===== src/cpcf_pkg.sv =====
// Shared types for the circle pair collision finder.
// Holds the stored circle record, controller states and the
// command/status bundles between controller and datapath. No dependencies.
package cpcf_pkg;

    // Field widths of one circle request
    localparam int ID_W    = 16;
    localparam int POS_W   = 16;
    localparam int RAD_W   = 12;
    localparam int MASK_W  = 16;

    // Derived arithmetic widths
    localparam int DIFF_W  = POS_W + 1;          // coordinate difference
    localparam int SQ_W    = 2 * POS_W;          // |diff|^2 fits in 2*POS_W bits
    localparam int RSUM_W  = RAD_W + 1;          // sum of two radii
    localparam int RSQ_W   = 2 * RSUM_W;         // squared radius sum

    // One stored circle
    typedef struct packed {
        logic [ID_W-1:0]          id;
        logic signed [POS_W-1:0]  x;
        logic signed [POS_W-1:0]  y;
        logic [RAD_W-1:0]         r;
        logic [MASK_W-1:0]        layer;
        logic [MASK_W-1:0]        hits;
    } entry_t;

    // Controller states
    typedef enum logic [1:0] {
        ST_LOAD,
        ST_TEST,
        ST_DRAIN,
        ST_CLOSE
    } state_t;

    // Commands from controller to datapath
    typedef struct packed {
        logic wr_en;     // store the incoming circle
        logic issue;     // start a pair test this cycle
        logic close;     // emit the batch-closing report
        logic ovf;       // batch overflow flag for reports
    } cmd_t;

    // Status from datapath to controller
    typedef struct packed {
        logic stall;     // pair pipeline frozen by a full report slot
        logic busy;      // pair tests still in flight
        logic close_ok;  // report slot can take the closing report
    } sts_t;

endpackage


===== src/cpcf_if.sv =====
// Valid/ready channel interfaces for circle requests and pair reports.
// Depends on cpcf_pkg for field widths.
interface cpcf_in_if;
    logic                                 valid;
    logic                                 ready;
    logic [cpcf_pkg::ID_W-1:0]            object_id;
    logic signed [cpcf_pkg::POS_W-1:0]    pos_x;
    logic signed [cpcf_pkg::POS_W-1:0]    pos_y;
    logic [cpcf_pkg::RAD_W-1:0]           radius;
    logic [cpcf_pkg::MASK_W-1:0]          layer_mask;
    logic [cpcf_pkg::MASK_W-1:0]          hit_mask;
    logic                                 last_object;

    modport source (
        output valid, object_id, pos_x, pos_y, radius, layer_mask, hit_mask, last_object,
        input  ready
    );
    modport sink (
        input  valid, object_id, pos_x, pos_y, radius, layer_mask, hit_mask, last_object,
        output ready
    );
endinterface

interface cpcf_out_if;
    logic                            valid;
    logic                            ready;
    logic [cpcf_pkg::ID_W-1:0]       first_id;
    logic [cpcf_pkg::ID_W-1:0]       second_id;
    logic                            pair_valid;
    logic                            overflowed;
    logic                            last_pair;

    modport source (
        output valid, first_id, second_id, pair_valid, overflowed, last_pair,
        input  ready
    );
    modport sink (
        input  valid, first_id, second_id, pair_valid, overflowed, last_pair,
        output ready
    );
endinterface


===== src/cpcf_ram.sv =====
// Generic single-write, single-read RAM with registered read data.
// No dependencies.
module cpcf_ram #(
    parameter int WIDTH = 8,
    parameter int DEPTH = 8,
    localparam int AW = (DEPTH > 1) ? $clog2(DEPTH) : 1
) (
    input  logic             clk,
    input  logic             wr_en,
    input  logic [AW-1:0]    wr_addr,
    input  logic [WIDTH-1:0] wr_data,
    input  logic             rd_en,
    input  logic [AW-1:0]    rd_addr,
    output logic [WIDTH-1:0] rd_data
);

    logic [WIDTH-1:0] mem [DEPTH];
    logic [WIDTH-1:0] rd_data_reg;

    always_ff @(posedge clk)
    begin
        if (wr_en)
        begin
            mem[wr_addr] <= wr_data;
        end
        if (rd_en)
        begin
            rd_data_reg <= mem[rd_addr];
        end
    end

    assign rd_data = rd_data_reg;

endmodule


===== src/cpcf_dp.sv =====
// Datapath: circle store (two RAM copies), pair test pipeline,
// pending-hit register and report output register.
// Depends on cpcf_pkg, cpcf_if (cpcf_out_if) and cpcf_ram.
module cpcf_dp #(
    parameter int MAX_OBJECTS = 8,
    localparam int AW = (MAX_OBJECTS > 1) ? $clog2(MAX_OBJECTS) : 1
) (
    input  logic                 clk,
    input  logic                 rst_n,
    input  cpcf_pkg::cmd_t       cmd,
    input  logic [AW-1:0]        wr_addr,
    input  logic [AW-1:0]        rd_addr_a,
    input  logic [AW-1:0]        rd_addr_b,
    input  cpcf_pkg::entry_t     wr_data,
    output cpcf_pkg::sts_t       sts,
    cpcf_out_if.source           report
);

    localparam int EW = $bits(cpcf_pkg::entry_t);
    localparam int ID_W = cpcf_pkg::ID_W;

    cpcf_pkg::entry_t ent_a;
    cpcf_pkg::entry_t ent_b;
    logic             stall;
    logic             adv;
    logic             hit;

    // Stage valids
    logic s1_vld_reg, s2_vld_reg, s3_vld_reg;

    // Stage 2: differences, radius sum, layer test
    logic signed [cpcf_pkg::DIFF_W-1:0] dx_reg, dy_reg;
    logic [cpcf_pkg::RSUM_W-1:0]        rs_reg;
    logic                               cand2_reg;
    logic [ID_W-1:0]                    ida2_reg, idb2_reg;

    // Stage 3: squares
    logic signed [2*cpcf_pkg::DIFF_W-1:0] dx_sq, dy_sq;
    logic [cpcf_pkg::RSQ_W-1:0]           rs_sq;
    logic [cpcf_pkg::SQ_W-1:0]            dx2_reg, dy2_reg;
    logic [cpcf_pkg::RSQ_W-1:0]           rs2_reg;
    logic                                 cand3_reg;
    logic [ID_W-1:0]                      ida3_reg, idb3_reg;
    logic [cpcf_pkg::SQ_W:0]              d2;

    // Pending hit and output register
    logic            pend_vld_reg, pend_vld_next;
    logic [ID_W-1:0] pend_a_reg, pend_b_reg;
    logic            out_vld_reg, out_vld_next;
    logic [ID_W-1:0] out_first_reg, out_second_reg;
    logic            out_pair_reg, out_ovf_reg, out_last_reg;
    logic            push_hit, push_close, slot_free;

    // Two copies of the store so both circles of a pair are read in the same cycle
    cpcf_ram #(.WIDTH(EW), .DEPTH(MAX_OBJECTS)) u_ram_a (
        .clk     (clk),
        .wr_en   (cmd.wr_en),
        .wr_addr (wr_addr),
        .wr_data (wr_data),
        .rd_en   (cmd.issue && adv),
        .rd_addr (rd_addr_a),
        .rd_data (ent_a)
    );

    cpcf_ram #(.WIDTH(EW), .DEPTH(MAX_OBJECTS)) u_ram_b (
        .clk     (clk),
        .wr_en   (cmd.wr_en),
        .wr_addr (wr_addr),
        .wr_data (wr_data),
        .rd_en   (cmd.issue && adv),
        .rd_addr (rd_addr_b),
        .rd_data (ent_b)
    );

    // Hit decision at the end of the pipeline
    assign d2  = {1'b0, dx2_reg} + {1'b0, dy2_reg};
    assign hit = s3_vld_reg && cand3_reg &&
                 (d2 < {{(cpcf_pkg::SQ_W + 1 - cpcf_pkg::RSQ_W){1'b0}}, rs2_reg});

    // Freeze when a second hit needs the occupied report slot
    assign slot_free  = !out_vld_reg || report.ready;
    assign stall      = hit && pend_vld_reg && !slot_free;
    assign adv        = !stall;
    assign push_hit   = hit && pend_vld_reg && adv;
    assign push_close = cmd.close && slot_free;

    assign sts.stall    = stall;
    assign sts.busy     = s1_vld_reg || s2_vld_reg || s3_vld_reg;
    assign sts.close_ok = slot_free;

    // Squares
    assign dx_sq = dx_reg * dx_reg;
    assign dy_sq = dy_reg * dy_reg;
    assign rs_sq = rs_reg * rs_reg;

    // Pipeline valids
    always_ff @(posedge clk or negedge rst_n)
    begin
        if (!rst_n)
        begin
            s1_vld_reg <= 1'b0;
            s2_vld_reg <= 1'b0;
            s3_vld_reg <= 1'b0;
        end
        else if (adv)
        begin
            s1_vld_reg <= cmd.issue;
            s2_vld_reg <= s1_vld_reg;
            s3_vld_reg <= s2_vld_reg;
        end
    end

    // Pipeline payload
    always_ff @(posedge clk)
    begin
        if (adv)
        begin
            dx_reg    <= {ent_a.x[cpcf_pkg::POS_W-1], ent_a.x}
                       - {ent_b.x[cpcf_pkg::POS_W-1], ent_b.x};
            dy_reg    <= {ent_a.y[cpcf_pkg::POS_W-1], ent_a.y}
                       - {ent_b.y[cpcf_pkg::POS_W-1], ent_b.y};
            rs_reg    <= {1'b0, ent_a.r} + {1'b0, ent_b.r};
            cand2_reg <= |((ent_a.layer & ent_b.hits) | (ent_b.layer & ent_a.hits));
            ida2_reg  <= ent_a.id;
            idb2_reg  <= ent_b.id;

            dx2_reg   <= dx_sq[cpcf_pkg::SQ_W-1:0];
            dy2_reg   <= dy_sq[cpcf_pkg::SQ_W-1:0];
            rs2_reg   <= rs_sq;
            cand3_reg <= cand2_reg;
            ida3_reg  <= ida2_reg;
            idb3_reg  <= idb2_reg;
        end
    end

    // Pending hit and report slot control
    always_comb
    begin
        pend_vld_next = pend_vld_reg;
        if (push_close)
        begin
            pend_vld_next = 1'b0;
        end
        else if (hit && adv)
        begin
            pend_vld_next = 1'b1;
        end

        out_vld_next = out_vld_reg && !report.ready;
        if (push_hit || push_close)
        begin
            out_vld_next = 1'b1;
        end
    end

    always_ff @(posedge clk or negedge rst_n)
    begin
        if (!rst_n)
        begin
            pend_vld_reg <= 1'b0;
            out_vld_reg  <= 1'b0;
        end
        else
        begin
            pend_vld_reg <= pend_vld_next;
            out_vld_reg  <= out_vld_next;
        end
    end

    // Pending and report payload
    always_ff @(posedge clk)
    begin
        if (hit && adv)
        begin
            pend_a_reg <= ida3_reg;
            pend_b_reg <= idb3_reg;
        end
        if (push_hit)
        begin
            out_first_reg  <= pend_a_reg;
            out_second_reg <= pend_b_reg;
            out_pair_reg   <= 1'b1;
            out_ovf_reg    <= cmd.ovf;
            out_last_reg   <= 1'b0;
        end
        else if (push_close)
        begin
            out_first_reg  <= pend_vld_reg ? pend_a_reg : '0;
            out_second_reg <= pend_vld_reg ? pend_b_reg : '0;
            out_pair_reg   <= pend_vld_reg;
            out_ovf_reg    <= cmd.ovf;
            out_last_reg   <= 1'b1;
        end
    end

    assign report.valid      = out_vld_reg;
    assign report.first_id   = out_first_reg;
    assign report.second_id  = out_second_reg;
    assign report.pair_valid = out_pair_reg;
    assign report.overflowed = out_ovf_reg;
    assign report.last_pair  = out_last_reg;

    // Closing report only once all pair tests have left the pipeline
    a_close_drained: assert property (@(posedge clk) disable iff (!rst_n)
        cmd.close |-> !sts.busy)
        else $error("closing report requested with pair tests in flight");

    a_close_reports_last: assert property (@(posedge clk) disable iff (!rst_n)
        (cmd.close && slot_free) |=> (report.valid && report.last_pair))
        else $error("closing report not presented as last of batch");

endmodule


===== src/cpcf_ctrl.sv =====
// Controller: load counter, pair index sequencer and batch state machine.
// Depends on cpcf_pkg.
module cpcf_ctrl #(
    parameter int MAX_OBJECTS = 8,
    localparam int AW = (MAX_OBJECTS > 1) ? $clog2(MAX_OBJECTS) : 1,
    localparam int CW = $clog2(MAX_OBJECTS + 1)
) (
    input  logic              clk,
    input  logic              rst_n,
    input  logic              req_valid,
    input  logic              req_last,
    output logic              req_ready,
    input  cpcf_pkg::sts_t    sts,
    output cpcf_pkg::cmd_t    cmd,
    output logic [AW-1:0]     wr_addr,
    output logic [AW-1:0]     rd_addr_a,
    output logic [AW-1:0]     rd_addr_b
);

    localparam logic [CW-1:0] CNT_MAX = CW'(MAX_OBJECTS);
    localparam logic [CW-1:0] ONE     = CW'(1);
    localparam logic [CW-1:0] TWO     = CW'(2);

    cpcf_pkg::state_t state_reg, state_next;
    logic [CW-1:0]    cnt_reg, cnt_next, cnt_load;
    logic             ovf_reg, ovf_next;
    logic [AW-1:0]    i_reg, i_next, j_reg, j_next;
    logic             accept, has_room, row_end, last_pair_idx;

    assign accept        = req_valid && req_ready;
    assign has_room      = cnt_reg < CNT_MAX;
    assign cnt_load      = has_room ? cnt_reg + ONE : cnt_reg;
    assign row_end       = (CW'(j_reg) + ONE) == cnt_reg;
    assign last_pair_idx = row_end && ((CW'(i_reg) + TWO) == cnt_reg);

    // Next state
    always_comb
    begin
        state_next = state_reg;
        unique case (state_reg)
            cpcf_pkg::ST_LOAD:
            begin
                if (accept && req_last)
                begin
                    state_next = (cnt_load >= TWO) ? cpcf_pkg::ST_TEST : cpcf_pkg::ST_DRAIN;
                end
            end
            cpcf_pkg::ST_TEST:
            begin
                if (!sts.stall && last_pair_idx)
                begin
                    state_next = cpcf_pkg::ST_DRAIN;
                end
            end
            cpcf_pkg::ST_DRAIN:
            begin
                if (!sts.busy)
                begin
                    state_next = cpcf_pkg::ST_CLOSE;
                end
            end
            cpcf_pkg::ST_CLOSE:
            begin
                if (sts.close_ok)
                begin
                    state_next = cpcf_pkg::ST_LOAD;
                end
            end
            default:
            begin
                state_next = cpcf_pkg::ST_LOAD;
            end
        endcase
    end

    // Outputs
    always_comb
    begin
        req_ready = (state_reg == cpcf_pkg::ST_LOAD);
        cmd.wr_en = (state_reg == cpcf_pkg::ST_LOAD) && req_valid && has_room;
        cmd.issue = (state_reg == cpcf_pkg::ST_TEST);
        cmd.close = (state_reg == cpcf_pkg::ST_CLOSE);
        cmd.ovf   = ovf_reg;
        wr_addr   = cnt_reg[AW-1:0];
        rd_addr_a = i_reg;
        rd_addr_b = j_reg;
    end

    // Counters and pair indexes
    always_comb
    begin
        cnt_next = cnt_reg;
        ovf_next = ovf_reg;
        i_next   = i_reg;
        j_next   = j_reg;
        if (accept)
        begin
            cnt_next = cnt_load;
            if (!has_room)
            begin
                ovf_next = 1'b1;
            end
            if (req_last)
            begin
                i_next = '0;
                j_next = AW'(ONE);
            end
        end
        else if (state_reg == cpcf_pkg::ST_TEST && !sts.stall)
        begin
            if (row_end)
            begin
                i_next = AW'(CW'(i_reg) + ONE);
                j_next = AW'(CW'(i_reg) + TWO);
            end
            else
            begin
                j_next = AW'(CW'(j_reg) + ONE);
            end
        end
        else if (state_reg == cpcf_pkg::ST_CLOSE && sts.close_ok)
        begin
            cnt_next = '0;
            ovf_next = 1'b0;
        end
    end

    always_ff @(posedge clk or negedge rst_n)
    begin
        if (!rst_n)
        begin
            state_reg <= cpcf_pkg::ST_LOAD;
            cnt_reg   <= '0;
            ovf_reg   <= 1'b0;
            i_reg     <= '0;
            j_reg     <= '0;
        end
        else
        begin
            state_reg <= state_next;
            cnt_reg   <= cnt_next;
            ovf_reg   <= ovf_next;
            i_reg     <= i_next;
            j_reg     <= j_next;
        end
    end

    // Pair indexes stay ordered and inside the loaded range
    a_pair_order: assert property (@(posedge clk) disable iff (!rst_n)
        (state_reg == cpcf_pkg::ST_TEST) |-> (i_reg < j_reg))
        else $error("pair index order broken");

    a_pair_range: assert property (@(posedge clk) disable iff (!rst_n)
        (state_reg == cpcf_pkg::ST_TEST) |-> (CW'(j_reg) < cnt_reg))
        else $error("pair index beyond loaded circles");

    a_batch_cleared: assert property (@(posedge clk) disable iff (!rst_n)
        (state_reg == cpcf_pkg::ST_CLOSE && sts.close_ok) |=> (cnt_reg == '0 && !ovf_reg))
        else $error("batch state not cleared after closing report");

endmodule


===== src/circle_pair_collision_finder_unit.sv =====
// Circle pair collision finder, top level.
// Loads a batch of circles on the circle channel, one request per circle.
// After the request flagged last_object, every stored pair i<j (load order)
// whose layer/hit masks meet is tested: it collides when the squared centre
// distance is below the squared sum of radii. Each colliding pair is sent on
// the report channel; the final report of a batch has last_pair set, and a
// batch with no collision sends one empty report (pair_valid = 0).
// Circles beyond MAX_OBJECTS are dropped and flag overflowed on all reports.
// Timing: circles load at one per cycle while loading; the pair pipeline
// starts one pair per cycle unless stalled by the report slot. The
// one-pair-per-cycle RAM read sets the pace. A new batch is taken once the
// closing report is in the output register. If the report receiver stalls
// while a second hit waits, the pair pipeline freezes until the output
// register frees.
// Reset clears the batch count, the overflow flag and all valid state; the
// circle store holds no reset values and needs no clearing pass.
// Depends on cpcf_pkg, cpcf_if, cpcf_ram, cpcf_dp and cpcf_ctrl.
module circle_pair_collision_finder_unit #(
    parameter int MAX_OBJECTS = 8
) (
    input  logic        clk,
    input  logic        rst_n,
    cpcf_in_if.sink     circle,
    cpcf_out_if.source  report
);

    localparam int AW = (MAX_OBJECTS > 1) ? $clog2(MAX_OBJECTS) : 1;

    cpcf_pkg::cmd_t   cmd;
    cpcf_pkg::sts_t   sts;
    cpcf_pkg::entry_t wr_data;
    logic [AW-1:0]    wr_addr, rd_addr_a, rd_addr_b;
    logic             req_ready;

    // Pack the incoming circle for the store
    assign wr_data.id    = circle.object_id;
    assign wr_data.x     = circle.pos_x;
    assign wr_data.y     = circle.pos_y;
    assign wr_data.r     = circle.radius;
    assign wr_data.layer = circle.layer_mask;
    assign wr_data.hits  = circle.hit_mask;
    assign circle.ready  = req_ready;

    cpcf_ctrl #(.MAX_OBJECTS(MAX_OBJECTS)) u_ctrl (
        .clk       (clk),
        .rst_n     (rst_n),
        .req_valid (circle.valid),
        .req_last  (circle.last_object),
        .req_ready (req_ready),
        .sts       (sts),
        .cmd       (cmd),
        .wr_addr   (wr_addr),
        .rd_addr_a (rd_addr_a),
        .rd_addr_b (rd_addr_b)
    );

    cpcf_dp #(.MAX_OBJECTS(MAX_OBJECTS)) u_dp (
        .clk       (clk),
        .rst_n     (rst_n),
        .cmd       (cmd),
        .wr_addr   (wr_addr),
        .rd_addr_a (rd_addr_a),
        .rd_addr_b (rd_addr_b),
        .wr_data   (wr_data),
        .sts       (sts),
        .report    (report)
    );

endmodule


===== src/flat_wrapper.sv =====
// flat-port wrapper written by rule: the top's interface ports become plain ports
module circle_pair_collision_finder_unit_flat 
#(
    parameter int MAX_OBJECTS = 8
)
  (clk, rst_n, circle_valid, circle_object_id, circle_pos_x, circle_pos_y, circle_radius, circle_layer_mask, circle_hit_mask, circle_last_object, circle_ready, report_valid, report_first_id, report_second_id, report_pair_valid, report_overflowed, report_last_pair, report_ready);
  cpcf_in_if circle_i ();
  cpcf_out_if report_i ();
  input  logic clk;
  input  logic rst_n;
  input wire logic [$bits(circle_i.valid)-1:0] circle_valid;
  input wire logic [$bits(circle_i.object_id)-1:0] circle_object_id;
  input wire logic [$bits(circle_i.pos_x)-1:0] circle_pos_x;
  input wire logic [$bits(circle_i.pos_y)-1:0] circle_pos_y;
  input wire logic [$bits(circle_i.radius)-1:0] circle_radius;
  input wire logic [$bits(circle_i.layer_mask)-1:0] circle_layer_mask;
  input wire logic [$bits(circle_i.hit_mask)-1:0] circle_hit_mask;
  input wire logic [$bits(circle_i.last_object)-1:0] circle_last_object;
  output wire logic [$bits(circle_i.ready)-1:0] circle_ready;
  output wire logic [$bits(report_i.valid)-1:0] report_valid;
  output wire logic [$bits(report_i.first_id)-1:0] report_first_id;
  output wire logic [$bits(report_i.second_id)-1:0] report_second_id;
  output wire logic [$bits(report_i.pair_valid)-1:0] report_pair_valid;
  output wire logic [$bits(report_i.overflowed)-1:0] report_overflowed;
  output wire logic [$bits(report_i.last_pair)-1:0] report_last_pair;
  input wire logic [$bits(report_i.ready)-1:0] report_ready;
  assign circle_i.valid = circle_valid;
  assign circle_i.object_id = circle_object_id;
  assign circle_i.pos_x = circle_pos_x;
  assign circle_i.pos_y = circle_pos_y;
  assign circle_i.radius = circle_radius;
  assign circle_i.layer_mask = circle_layer_mask;
  assign circle_i.hit_mask = circle_hit_mask;
  assign circle_i.last_object = circle_last_object;
  assign circle_ready = circle_i.ready;
  assign report_valid = report_i.valid;
  assign report_first_id = report_i.first_id;
  assign report_second_id = report_i.second_id;
  assign report_pair_valid = report_i.pair_valid;
  assign report_overflowed = report_i.overflowed;
  assign report_last_pair = report_i.last_pair;
  assign report_i.ready = report_ready;
  circle_pair_collision_finder_unit #(.MAX_OBJECTS(MAX_OBJECTS)) u_core (.clk(clk), .rst_n(rst_n), .circle(circle_i), .report(report_i));
endmodule

===== config.mk =====
export PLATFORM = sky130hd
export DESIGN_NAME = circle_pair_collision_finder_unit_flat
export DESIGN_NICKNAME = d
export VERILOG_FILES = /design/src/cpcf_pkg.sv /design/src/cpcf_if.sv /design/src/cpcf_ram.sv /design/src/cpcf_dp.sv /design/src/cpcf_ctrl.sv /design/src/circle_pair_collision_finder_unit.sv /design/src/flat_wrapper.sv
export SDC_FILE = /design/constraint.sdc
export NUM_CORES = 2
export LEC_CHECK = 0
export BUFFER_PORTS_ARGS = -buffer_cell sky130_fd_sc_hd__buf_4
export CAP_MARGIN = 20
export CORE_ASPECT_RATIO = 0.7
export CORE_UTILIZATION = 40
export DETAILED_ROUTE_END_ITERATION = 16
export GPL_ROUTABILITY_DRIVEN = 1
export PLACE_DENSITY = 0.64
export SKIP_CTS_REPAIR_TIMING = 1
export SYNTH_ARGS = -nofsm -noshare
export SYNTH_HDL_FRONTEND = slang
export SYNTH_SLANG_ARGS = --single-unit

===== constraint.sdc =====
create_clock -name clk -period 12.05 [get_ports clk]
set_input_delay 1.205 -clock clk [delete_from_list [all_inputs] [get_ports clk]]
set_output_delay 1.205 -clock clk [all_outputs]
set_load 0.1 [all_outputs]

# Word-level counts from Yosys, hierarchy flattened
# Memory sizes are Yosys's and may differ from the RTL's. A register that Yosys moved wholly into a read port is not among the register bits.
# Index checks and enable logic that the tools add are counted.
[classes]
add_sub_neg = 8
n_mul = 3
div_mod_pow = 0
order_cmp = 3
eq_ne = 12
shift = 0
mux = 35
bitwise_logic = 3
n_reduce_logical = 34
[ops]
columns = ["op", "n"]
rows = [
  ["16-bit 2-to-1 mux", 6],
  ["17-bit by 17-bit multiplier with 32-bit output", 2],
  ["16-bit by 16-bit subtractor with 17-bit output", 2],
  ["32-bit by 32-bit adder with 33-bit output", 1],
  ["33-bit by 26-bit < comparator with 1-bit output", 1],
  ["16-bit bitwise AND", 2],
  ["13-bit by 13-bit multiplier with 26-bit output", 1],
  ["3-bit 2-to-1 mux", 8],
  ["4-bit 2-to-1 mux", 4],
  ["16-bit bitwise OR", 1],
  ["16-bit OR reduction", 1],
  ["1-bit logical AND", 14],
  ["12-bit by 12-bit adder with 13-bit output", 1],
  ["1-bit 2-to-1 mux", 11],
  ["2-bit 2-to-1 mux", 5],
  ["2-bit nonzero test", 5],
  ["4-bit == test", 2],
  ["2-bit != test, second input constant", 4],
  ["2-bit one-hot mux with 4 select lines", 1],
  ["2-bit by 1-bit != test with 1-bit output, second input constant", 3],
  ["3-bit AND reduction", 2],
  ["3-bit by 1-bit adder with 4-bit output, second input constant", 1],
  ["3-bit by 2-bit adder with 4-bit output, second input constant", 1],
  ["4-bit by 1-bit adder with 4-bit output, second input constant", 1],
  ["10 further kinds", 18],
]
[totals]
reg_bits = 288
latch_bits = 0
ram_bits = 1472
mem_bits_ro = 0
input_bits = 97
out_inout_bits = 37
wordCells = 129
memories = 2
[memory_table]
columns = ["name", "depth", "width", "rd", "rd_clocked_by_memory_dff", "write_ports", "line", "text"]
rows = [
  ["u_core.u_dp.u_ram_a.mem", 8, 92, 1, 1, 1, "cpcf_ram.sv:17", "logic [WIDTH-1:0] mem [DEPTH];"],
  ["u_core.u_dp.u_ram_b.mem", 8, 92, 1, 1, 1, "cpcf_ram.sv:17", ""],
]

# Logic depth before layout (Yosys ltp)
[logic_depth]
word_depth = 9
depth_mapped = 25
depth_no_buf = 24

# Modules after synthesis
# A second synthesis with hierarchy kept.
[unflattened]
hier_cells = 5903
hier_area_um2 = 97627.4
[modules_own_cells]
columns = ["mod", "instances", "cells_each", "area_each_um2", "seq_area_each_um2"]
rows = [
  ["cpcf_ram", 2, 1168, 30434.2, 24863.8],
  ["cpcf_dp", 1, 3466, 35779.3, 8122.8],
  ["cpcf_ctrl", 1, 101, 979.7, 325.3],
]

# Worst setup path before layout
# OpenSTA, ideal clock, no wires.
[synth_path]
kind = "reg-to-reg"
start = "register u_core.u_dp.dx2_reg[12] in the netlist's numbering"
end = "register u_core.u_dp.cand2_reg, enable pin"
setup_time_ns = 2.083
t_arrival_ns = 8.350
t_required_ns = 9.967
setup_slack_ns = 1.617
path_stages_with_launch = 22
period_less_slack_ns = 10.433
path_cell_list = "edfxtp_1 ha_1 buf_6 and4_1 a221oi_2 nand3_1 a21oi_1 nor2b_1 o21a_1 o21a_1 nor2_1 xnor2_1 ha_1 a21o_1 a21o_1 a21oi_1 o31ai_1 a211oi_2 o221a_2 nand2_1 nor4_1 nand3_1"
[synth_via]
elab_chain_len = 5
[synth_rtl]
columns = ["element", "line", "text"]
rows = [
  ["start, declared", "cpcf_dp.sv:40", "logic [cpcf_pkg::SQ_W-1:0] dx2_reg, dy2_reg;"],
  ["start signal, assigned", "cpcf_dp.sv:127", "dx2_reg <= dx_sq[cpcf_pkg::SQ_W-1:0];"],
  ["32-bit by 32-bit adder with 33-bit output", "cpcf_dp.sv:76", "assign d2 = {1'b0, dx2_reg} + {1'b0, dy2_reg};"],
  ["33-bit by 26-bit < comparator with 1-bit output", "cpcf_dp.sv:78", "(d2 < {{(cpcf_pkg::SQ_W + 1 - cpcf_pkg::RSQ_W){1'b0}}, rs2_reg});"],
  ["1-bit logical AND", "cpcf_dp.sv:77", "assign hit = s3_vld_reg && cand3_reg &&"],
  ["1-bit logical AND (2 in a row)", "cpcf_dp.sv:82", "assign stall = hit && pend_vld_reg && !slot_free;"],
  ["end signal, assigned", "cpcf_dp.sv:123", "cand2_reg <= |((ent_a.layer & ent_b.hits) | (ent_b.layer & ent_a.hits));"],
  ["end, declared", "cpcf_dp.sv:34", "logic cand2_reg;"],
]
# Every way passes these cells.
# A chain may end at the register's enable or synchronous reset.

# Final worst setup path
[layout_path]
start = "register u_core.u_dp.dx_reg[4] in the netlist's numbering"
end = "register u_core.u_dp.dx2_reg[31] in the netlist's numbering, data pin"
[layout_via]
elab_chain_len = 1
[layout_rtl]
columns = ["element", "line", "text"]
rows = [
  ["start, declared", "cpcf_dp.sv:32", "logic signed [cpcf_pkg::DIFF_W-1:0] dx_reg, dy_reg;"],
  ["start signal, assigned", "cpcf_dp.sv:118", "dx_reg <= {ent_a.x[cpcf_pkg::POS_W-1], ent_a.x}"],
  ["17-bit by 17-bit multiplier with 32-bit output", "cpcf_dp.sv:92", "assign dx_sq = dx_reg * dx_reg;"],
  ["via u_core.u_dp.dx_sq, one bit", "cpcf_dp.sv:38", "logic signed [2*cpcf_pkg::DIFF_W-1:0] dx_sq, dy_sq;"],
]
# The timed path passes the listed nets, and every way through them passes these cells.

==> summary.txt <==
Detailed routing
  • Routed WL: between 150000 and 200000 um
  • DR pass1 iterations: 5
  • Wire length per cell: between 20 and 25 um
  • Number of vias per cell: 5.205
  • Vias: 40730
  • ANT nets after route: 0
  • DRC Markers: 0
  • Initial drt markers: 3287

Place
  • Dpl hpwl: 112600 um
  • Count of input and output buffers: 133
  • Place WS: 4938 ps
  • RePlAce Congestion: 0.8496

Flow run
  • Max-cap violations: 0

Global route
  • First-pass GRT wire length: between 200000 and 300000 um
  • Initial antenna violation count: 22
  • Largest net degree at the start of global routing: approximately 160
  • Total track usage: 17.83%
  • Vias in the first global route: 43410
  • Gr ovfl total: 0

Synth
  • Synth Warn #: 0
  • Synthesis-stage register bit count: 1205
  • Post-synth top cells: edfxtp_1 (1185), inv_1 (891), fa_1 (611)
  • Asr flop ratio synth: 1.494%
  • Post-synth top flop: edfxtp_1
  • Distinct cells, synth: slightly above 90
  • Sequential cell area fraction in the yosys report: just under 50%
  • EDFF count, synth: 1185
  • Top-count cell post-synth: edfxtp_1
  • Cells after Synth: 5117
  • Biggest area consumer among synthesized cells: edfxtp_1
  • Synth Cell Area: 75020 sq um
  • Post-Syn Nets: between 6000 and 7000
  • Syn Area/Cell: around 15 sq um
  • Synth area leaders: edfxtp_1 (47%), fa_1 (16%), mux4_2 (11%)
  • Yosys top cell area share: 47.43%

Timing
  • Final-report setup violation count: 0
  • Fin. Hold Viols: 0
  • Final clock skew: 67.65 ps
  • Worst rel slew slack: 21.94%
  • Setup ws final: 4799 ps
  • Fin crit share: 60.18%
  • Slew @ Worst Pin: 1171 ps
  • F_max: 0.1379 GHz
  • TNS Setup: 0 ps
  • Min Clock Period, post-route: a little over 7000 ps
  • RSZ-0062 raised after global routing: no
  • Max Slew Vio Count: 0

Worst setup path
  • CP Data Required Time: 12500 ps
  • Critical Path End: u_core.u_dp.dx2_reg[31]
  • R2R setup slack: roughly 4800 ps
  • CP startpoint kind: flop
  • Setup crit end kind: flop
  • WS Path Type: reg2reg
  • CP Launch Point: u_core.u_dp.dx_reg[4]
  • Worst r2r src: u_core.u_dp.dx_reg[4]
  • R2R Path End: u_core.u_dp.dx2_reg[31]
  • WP data arrival: between 7000 and 8000 ps
  • Worst r2r path cells: 21
  • CP max FO: 19

Clock tree
  • Htree depth: 3
  • Clock slew at reported path FFs: 70 ps
  • Max Root-Sink Buffers: 3
  • Clk sink count: between 1000 and 1500
  • Root buffer cell: clkbuf_16
  • Clock latency on the worst-skew pair: 770 ps
  • Total CTS buffers: about 120
  • CTS tree: built

Floorplan
  • Rows: ~130
  • Die Area: 189300 sq um
  • Die W: 519.6 um
  • Die Y: 364.3 um
  • IO Pins: 134
  • Starting Density: 40.41%
  • Core area: between 150000 and 200000 sq um

Min path
  • Class of the worst hold path: in2async

Finish
  • Proportion of layout cells with a drive suffix above 1: roughly 18%
  • Largest register FFs: between 600 and 700
  • Largest Register: u_core.u_dp.u_ram_b.mem
  • Fillers: approximately 16000
  • Area grow syn2layout: 10.39%
  • Net count, final: 6286

Outcome
  • Status: complete, no violations
-- how the worst min path moves through the flow --
| stage | from | endpoint | cells after the start |
|---|---|---|---|
| detailed placement | u_core.u_dp.u_ram_a.rd_data[83] | u_core.u_dp.ida2_reg[7] | 0 |
| global placement | u_core.u_dp.u_ram_b.rd_data[91] | u_core.u_dp.idb2_reg[15] | 0 |
| floorplan | u_core.u_dp.cand2_reg | u_core.u_dp.cand3_reg | 0 |
| global route | rst_n | u_core.u_ctrl.rd_addr_a[2] | 1 |
| CTS | rst_n | u_core.u_ctrl.rd_addr_a[2] | 1 |
| finish | rst_n | u_core.u_ctrl.rd_addr_a[2] | 1 |
-- cells in the final DEF (no fill, tap or decap), drive strengths merged, types with 7 or more instances in the layout --
cell type,synthesis,routed
edfxtp,1185,1185
inv,891,893
fa,611,611
mux4,368,368
ha,339,339
nand2,260,260
and2,193,193
mux2,190,190
buf,51,185
xnor2,144,144
nor2,134,134
clkbuf,129,134
a21oi,104,104
o21ai,66,66
clkinv,0,59
nor2b,48,48
nor3,36,36
xor2,34,34
nand3,34,34
a21o,29,29
nand2b,23,23
o21bai,23,23
o21a,19,19
nand4,18,18
dfrtp,18,18
a211oi,16,16
and3,14,14
bufinv,0,13
a22oi,13,13
diode,0,9
nor4,9,9
a31oi,9,9
o211ai,9,9
o31ai,9,9
a21boi,9,9
clkinvlp,0,7
-- metal layers --
metal,GRT usage [%],part of all wire (%)
met1,25.82,47
met2,26.99,44
met3,4.680,7.6
met4,3.746,1.7
met5,0.2753,0.13
-- cells by family after synthesis --
| family | after synthesis | synth area share (%) |
|---|---|---|
| flops | 1205 | 48.08 |
| fa+ha+maj | 950 | 21.96 |
| mux | 560 | 13.93 |
| buf+inv | 1071 | 5.418 |
| xor+xnor | 178 | 2.078 |
| simple gates | 792 | 5.240 |
| compound gates | 361 | 3.297 |
-- worst max-delay path, stage by stage (launching register included) --
cell      delay (ps)
edfxtp_1         900
nand2_1          250
fa_1             580
fa_1             550
fa_1             530
inv_1             60
fa_1             500
fa_1             500
inv_1             50
fa_1             470
inv_1             40
ha_1             330
and4_1           260
or3_1            310
a21oi_1          200
nor2_1            80
a221oi_2         370
o211ai_1         180
a31oi_1          360
o21ai_1          120
a21oi_1          190
xnor2_1          100
-- layout make-up --
class	count	area (sq um)	area share (%)
clock inverters	81	838.3	1.012
diodes	9	22.52	0.02719
multi-input cells	2841	34970	42.22
clock buffers	134	2970	3.587
flip-flops and latches	1205	36100	43.59
repair buffers	185	1476	1.783
inverters	891	3344	4.038
well taps	2479	3102	3.745
-- through the flow --
stage	area, sq um	hold slack (ps)	instances	util [%]
finish	82820	314.7	7825	44.61
global route	82820	285.2	7824	44.61
CTS	82760	260.9	7814	44.58
detailed placement	78950	404.5	7599	42.53
global placement	78950	400.6	7599	42.53
floorplan	75020	400.3	5117	-
Power is not shown: default switching activity piles up to over one toggle a cycle in this logic, so the estimate is an artifact.
